**src/design/sfd_pkg.sv**
```systemverilog
// package: types and constants shared by the serial frame deframer modules
`timescale 1ns / 1ps

package sfd_pkg;

    localparam logic [7:0] SYNC_FIRST_RESET  = 8'hAA;
    localparam logic [7:0] SYNC_SECOND_RESET = 8'h22;

    localparam logic CFG_SYNC_FIRST  = 1'b0;
    localparam logic CFG_SYNC_SECOND = 1'b1;

    typedef enum logic [1:0] {
        KIND_PAYLOAD   = 2'd0,
        KIND_FRAME_OK  = 2'd1,
        KIND_FRAME_BAD = 2'd2
    } kind_t;

    typedef enum logic [2:0] {
        PH_IDLE  = 3'd0,
        PH_SYNC1 = 3'd1,
        PH_CMD   = 3'd2,
        PH_LEN   = 3'd3,
        PH_DATA  = 3'd4,
        PH_CHECK = 3'd5
    } phase_t;

    typedef struct packed {
        logic [7:0] ack_code;
        logic [7:0] payload_length;
        logic       ack_request;
        logic [6:0] command;
        logic [7:0] byte_index;
        logic [7:0] data_byte;
    } result_t;

endpackage

```
**src/design/sfd_parser.sv**
```systemverilog
// frame parser: phase machine, running sums and result formation for one byte
`timescale 1ns / 1ps

module sfd_parser
    import sfd_pkg::*;
(
    input  logic       clk,
    input  logic       rst_n,
    input  logic       step,
    input  logic [7:0] byte_in,
    input  logic [7:0] sync_first,
    input  logic [7:0] sync_second,
    output logic       res_valid,
    output kind_t      res_kind,
    output result_t    res
);

    phase_t     phase_reg, phase_next;
    logic [7:0] bytes_left_reg, bytes_left_next;
    logic [7:0] payload_count_reg, payload_count_next;
    logic [7:0] frame_sum_reg, frame_sum_next;
    logic [7:0] payload_sum_reg, payload_sum_next;
    logic [7:0] command_byte_reg, command_byte_next;
    logic [7:0] length_byte_reg, length_byte_next;

    always_ff @(posedge clk or negedge rst_n)
    begin
        if (!rst_n)
        begin
            phase_reg         <= PH_IDLE;
            bytes_left_reg    <= '0;
            payload_count_reg <= '0;
            frame_sum_reg     <= '0;
            payload_sum_reg   <= '0;
            command_byte_reg  <= '0;
            length_byte_reg   <= '0;
        end
        else if (step)
        begin
            phase_reg         <= phase_next;
            bytes_left_reg    <= bytes_left_next;
            payload_count_reg <= payload_count_next;
            frame_sum_reg     <= frame_sum_next;
            payload_sum_reg   <= payload_sum_next;
            command_byte_reg  <= command_byte_next;
            length_byte_reg   <= length_byte_next;
        end
    end

    always_comb
    begin
        phase_next         = PH_IDLE;
        bytes_left_next    = bytes_left_reg;
        payload_count_next = payload_count_reg;
        frame_sum_next     = frame_sum_reg;
        payload_sum_next   = payload_sum_reg;
        command_byte_next  = command_byte_reg;
        length_byte_next   = length_byte_reg;
        res_valid          = 1'b0;
        res_kind           = KIND_PAYLOAD;
        res.data_byte      = byte_in;
        res.byte_index     = 8'd0;
        res.command        = command_byte_reg[6:0];
        res.ack_request    = command_byte_reg[7];
        res.payload_length = length_byte_reg;
        res.ack_code       = 8'd0;

        case (phase_reg)
            PH_IDLE:
            begin
                if (byte_in == sync_first)
                begin
                    phase_next     = PH_SYNC1;
                    frame_sum_next = byte_in;
                end
            end
            PH_SYNC1:
            begin
                if (byte_in == sync_second)
                begin
                    phase_next     = PH_CMD;
                    frame_sum_next = frame_sum_reg + byte_in;
                end
            end
            PH_CMD:
            begin
                phase_next        = PH_LEN;
                command_byte_next = byte_in;
                frame_sum_next    = frame_sum_reg + byte_in;
            end
            PH_LEN:
            begin
                phase_next         = PH_DATA;
                length_byte_next   = byte_in;
                bytes_left_next    = byte_in;
                payload_count_next = 8'd0;
                payload_sum_next   = 8'd0;
                frame_sum_next     = frame_sum_reg + byte_in;
            end
            PH_DATA:
            begin
                // zero length frame falls through to idle
                if (bytes_left_reg != 8'd0)
                begin
                    bytes_left_next    = bytes_left_reg - 8'd1;
                    payload_count_next = payload_count_reg + 8'd1;
                    payload_sum_next   = payload_sum_reg + byte_in;
                    frame_sum_next     = frame_sum_reg + byte_in;
                    phase_next         = (bytes_left_reg == 8'd1) ? PH_CHECK : PH_DATA;
                    res_valid          = 1'b1;
                    res.byte_index     = payload_count_reg;
                end
            end
            PH_CHECK:
            begin
                res_valid    = 1'b1;
                res_kind     = (byte_in == frame_sum_reg) ? KIND_FRAME_OK : KIND_FRAME_BAD;
                res.ack_code = {1'b0, command_byte_reg[6:0]} + payload_sum_reg;
            end
            default:
            begin
                phase_next = PH_IDLE;
            end
        endcase
    end

endmodule

```
**src/design/serial_frame_deframer_top.sv**
```systemverilog
// top level: serial frame deframer with input beat register and output register
//
// channel | dir | width | content
// s_axis  | in  | 8     | received serial byte, one per beat
// m_axis  | out | 40+2  | payload byte or frame-end result, kind on tuser
// cfg     | in  | 8     | sync_first (index 0), sync_second (index 1)
//
// one byte per cycle sustained while the output is not stalled; a payload or check
// byte passes from the input register through the parser into the output register
// reset returns the parser to idle and the sync bytes to 0xAA and 0x22
// a stalled output holds its beat; the input register advances whenever
// the output register is empty or being taken
`timescale 1ns / 1ps

module serial_frame_deframer_top
    import sfd_pkg::*;
(
    input  logic        clk,
    input  logic        rst_n,
    input  logic        s_axis_tvalid,
    output logic        s_axis_tready,
    input  logic [7:0]  s_axis_tdata,   // byte_in[7:0]
    output logic        m_axis_tvalid,
    input  logic        m_axis_tready,
    output logic [39:0] m_axis_tdata,   // data_byte[7:0], byte_index[15:8], command[22:16],
                                        // ack_request[23], payload_length[31:24],
                                        // ack_code[39:32]
    output logic [1:0]  m_axis_tuser,   // kind[1:0]
    input  logic        cfg_we,
    input  logic        cfg_addr,
    input  logic [7:0]  cfg_data
);

    logic [7:0] sync_first_reg;
    logic [7:0] sync_second_reg;
    logic       in_valid_reg;
    logic [7:0] in_byte_reg;
    logic       out_valid_reg;
    result_t    out_res_reg;
    kind_t      out_kind_reg;
    logic       advance;
    logic       res_valid;
    kind_t      res_kind;
    result_t    res;

    // config registers
    always_ff @(posedge clk or negedge rst_n)
    begin
        if (!rst_n)
        begin
            sync_first_reg  <= SYNC_FIRST_RESET;
            sync_second_reg <= SYNC_SECOND_RESET;
        end
        else if (cfg_we)
        begin
            case (cfg_addr)
                CFG_SYNC_FIRST:  sync_first_reg  <= cfg_data;
                CFG_SYNC_SECOND: sync_second_reg <= cfg_data;
                default:         ;
            endcase
        end
    end

    assign advance       = in_valid_reg && (!out_valid_reg || m_axis_tready);
    assign s_axis_tready = !in_valid_reg || advance;

    // input beat register
    always_ff @(posedge clk or negedge rst_n)
    begin
        if (!rst_n)
        begin
            in_valid_reg <= 1'b0;
        end
        else if (s_axis_tready)
        begin
            in_valid_reg <= s_axis_tvalid;
        end
    end

    always_ff @(posedge clk)
    begin
        if (s_axis_tready && s_axis_tvalid)
        begin
            in_byte_reg <= s_axis_tdata;
        end
    end

    sfd_parser u_parser (
        .clk         (clk),
        .rst_n       (rst_n),
        .step        (advance),
        .byte_in     (in_byte_reg),
        .sync_first  (sync_first_reg),
        .sync_second (sync_second_reg),
        .res_valid   (res_valid),
        .res_kind    (res_kind),
        .res         (res)
    );

    // output register
    always_ff @(posedge clk or negedge rst_n)
    begin
        if (!rst_n)
        begin
            out_valid_reg <= 1'b0;
        end
        else if (!out_valid_reg || m_axis_tready)
        begin
            out_valid_reg <= advance && res_valid;
        end
    end

    always_ff @(posedge clk)
    begin
        if (advance && res_valid)
        begin
            out_res_reg  <= res;
            out_kind_reg <= res_kind;
        end
    end

    assign m_axis_tvalid = out_valid_reg;
    assign m_axis_tdata  = out_res_reg;
    assign m_axis_tuser  = out_kind_reg;

endmodule
```
**config.mk**
```make
export PLATFORM = sky130hd
export DESIGN_NAME = serial_frame_deframer_top
export DESIGN_NICKNAME = d
export VERILOG_FILES = /design/src/design/sfd_pkg.sv /design/src/design/sfd_parser.sv /design/src/design/serial_frame_deframer_top.sv
export SDC_FILE = /design/constraint.sdc
export NUM_CORES = 1
export LEC_CHECK = 0
export ABC_AREA = 0
export BUFFER_PORTS_ARGS = -buffer_cell sky130_fd_sc_hd__buf_2
export CAP_MARGIN = 15
export CORE_MARGIN = 1.5
export CORE_UTILIZATION = 45
export DETAILED_ROUTE_END_ITERATION = 6
export GPL_ROUTABILITY_DRIVEN = 0
export SLEW_MARGIN = 15
export SYNTH_ARGS = -nofsm -noshare
export SYNTH_HDL_FRONTEND = slang
export SYNTH_SLANG_ARGS = --single-unit
```
**constraint.sdc**
```tcl
create_clock -name clk -period 3.5 [get_ports clk]
set_input_delay 0.175 -clock clk [delete_from_list [all_inputs] [get_ports clk]]
set_output_delay 0.175 -clock clk [all_outputs]
set_load 0.01 [all_outputs]
```
==> results.md <==
- Total negative slack: 0 ns
- Register area share after synthesis: 55.94%
- Buf/Inv on CP: 3
- ANT nets after route: 0
- Combinational power share: 32.4%
- Avg Cell Area, Syn: 11.36 sq um
- Critical R2R Launch: u_parser.phase_reg[2]
- Yosys warnings: 0
- Req. time, crit path: 3.61 ns
- GRT Total Usage: 20.15%
- Worst R2R Setup Slack: 0.75 ns
- Final Core Density: 55.96%
- CTS Buf Count: 17
- Clock slew at reported path FFs: 0.05 ns
- Vias in the first global route: 4016
- Kind of critical path: flip-flop to flip-flop
- Area delta synth->final: 21.59%
- Clock Path Buffers: 2
- Slew at the pin closest to its max-slew limit: 0.7945 ns
- Hold path endpoint: sync_first_reg[4]
- Layout cell share with drive strength beyond 1: 23.10%
- Global-route wire length before repair: 20.09 mm
- Max_slew headroom: 46.92%
- Worst clock skew: 0.004919 ns
- Unique cell type count in the Yosys netlist: 53
- Post-synth net total: 559
- Final Max Tran Viols: 0
- Outcome: finished, final reports clean
- Diode count: 0
- Reg2Reg Depth: 6
- CTS H-tree lvls: 4
- Initial DRC Count: 240
- Worst setup margin: 0.7451 ns
- Int Pwr: 3.759 mW
- CTS sink count: 119
- Most common library cell in the layout ignoring fill and taps: buf_2
- EDFF count, synth: 50
- Area of the multi-input gates: 2382 sq um
- Max-cap violations: 0
- Pre-antenna DRT Iters: 4
- Pre-CTS setup slack: 0.7277 ns
- Post-Syn Area: 5784 sq um
- Minimum clock period: 2.755 ns
- Slowest cell on crit path: or3b_1
- Hpwl dp: 8.372 mm
- Pleak: 2.996 nW
- Routed WL: 12.30 mm
- Endpoints failing setup: 0
- Vias per cell: 5.257
- Syn Inst Count: 509
- Register area: 3236 sq um
- DRC Markers: 0
- Max Clk Rate: 363.0 MHz
- Final Non-Filler Cells: 778
- Pwr Density: 812.7 nW/um^2
- Design Area, Final: 7033 sq um
- Clock network power share: 29.9%
- Max reg flops: 40
- Die X: 116.4 um
- Die H: 116.4 um
- Wire per inst: 15.81 um
- I/O pin cnt: 66
- Ys async rst share: 57.98%
- DR vias: 4090
- Max rail drop VDD: 371.2 uV
- Yosys reg bits: 119
- Crit path cell chain: or3b_1 -> a31oi_1 -> buf_4 -> o21ai_0 -> inv_1 -> buf_12
- WHS Path Cells: 2
- Final hold violation count: 0
- Startpoint Class: flip-flop
- Min-delay worst type: primary input to flip-flop
- Largest net degree at the start of global routing: 43
- GRT overflow: 0
- Max stage delay on crit path: 0.66 ns
- Seq pwr share: 37.7%
- Commonest cells after routing, fill and taps aside: 65 x buf_2, 63 x dfrtp_1, 56 x nand2_1
- RSZ-0062 raised after global routing: no
- Delay-heaviest family, CP: buffers and inverters
- Row cnt: 41
- P_sw: 1.957 mW
- Net Sw Frac: 34.24%
- Hold Path Origin: cfg_data[4]
- Fin nets: 643
- Filler instances: 1095
- Buffers added on ports: 65
- Dpl cell area: 6280 sq um
- Initial Util: 46.02%
- Final Cycle Share: 78.71%
- R2R Path End: m_axis_tdata[11]
- Synth Flop Type: dfrtp_1
- CTS root buf: clkbuf_16
- CTS tree: yes
- DIE AREA: 13540 sq um
- Post-Place Cells: 730
- Skew-Pair Late Insertion Delay: 0.42 ns
- Core area: 12570 sq um
- Worst-path fanout max: 30
- Initial antenna violation count: 0
- Critical path arrival: 2.87 ns
- Endpoint class of the critical path: flip-flop
[metrics by stage]
step                      total power, mW  hold slack, ns
after global routing                6.110         0.01282
after CTS                           5.755        0.003307
after detailed placement            4.002          0.2634
after floorplan                     3.539         -0.1206
after global placement              3.936          0.2649
final                               5.716         0.02272
[routing by layer]
metal | routed length [um] | track usage, % | vias to the layer above
li1 | - | - | 1988
met1 | 5556 | 25.10 | 1997
met2 | 6043 | 33.10 | 87
met3 | 506 | 6.124 | 18
met4 | 195 | 7.886 | 0
met5 | 0 | 0 | -
[worst max-delay path by stage]
stage / slack [ns] / to / depth (start not counted) / from
floorplan: 0.92 / m_axis_tdata[0] / 5 / u_parser.phase_reg[2]
global placement: 0.83 / m_axis_tdata[13] / 6 / u_parser.phase_reg[2]
detailed placement: 0.73 / m_axis_tdata[10] / 6 / u_parser.phase_reg[2]
CTS: 0.73 / m_axis_tdata[11] / 6 / u_parser.phase_reg[2]
global route: 0.58 / m_axis_tdata[9] / 6 / u_parser.phase_reg[2]
finish: 0.75 / m_axis_tdata[11] / 6 / u_parser.phase_reg[2]
[logic make-up (layout without fill, tap and decap cells)]
kind of cell	Yosys count	count (layout)	synth area share, %
compound gates	100	100	10.92
xor+xnor	32	32	4.845
fa+ha+maj	28	28	6.446
buf+inv	40	137	2.877
flops	119	119	55.94
mux	26	26	5.018
simple gates	164	164	13.95
[power groups by stage]
stage	Clock, mW	Combinational [mW]	Sequential, mW
after global routing	1.81	2.10	2.20
after global placement	0	1.78	2.16
after detailed placement	0	1.83	2.18
after CTS	1.74	1.86	2.15
after floorplan	0	1.45	2.09
final	1.71	1.85	2.15
[area by class of cell]
class	count	share of cell area, %
flip-flops and latches	119	46.01
multi-input cells	350	33.87
repair buffers	86	7.614
well taps	172	3.060
clock inverters	12	1.797
inverters	19	1.014
clock buffers	20	6.636
[what timing repair did]
action	in CTS	in global routing
hold buffers	16	0
gates resized for setup	0	0
setup buffers	0	0
endpoints found under the hold margin	48	0
[cell usage after synthesis (all sizes together) (6+ instances only)]
master / n / area, sq um
inv: 19 / 71.31
dfrtp: 63 / 1577
clkbuf: 15 / 56.30
ha: 25 / 312.8
nand4: 10 / 62.56
buf: 6 / 38.79
mux2: 24 / 270.3
xor2: 10 / 87.58
nand2: 56 / 210.2
nor2b: 7 / 43.79
and2: 14 / 87.58
edfxtp: 50 / 1501
dfstp: 6 / 157.7
o21ai: 43 / 219.0
xnor2: 22 / 192.7
nor3: 16 / 80.08
a21oi: 20 / 103.9
nor2: 26 / 105.1
nand3: 11 / 55.05
Note: power is estimated with default switching activity, not from simulation.
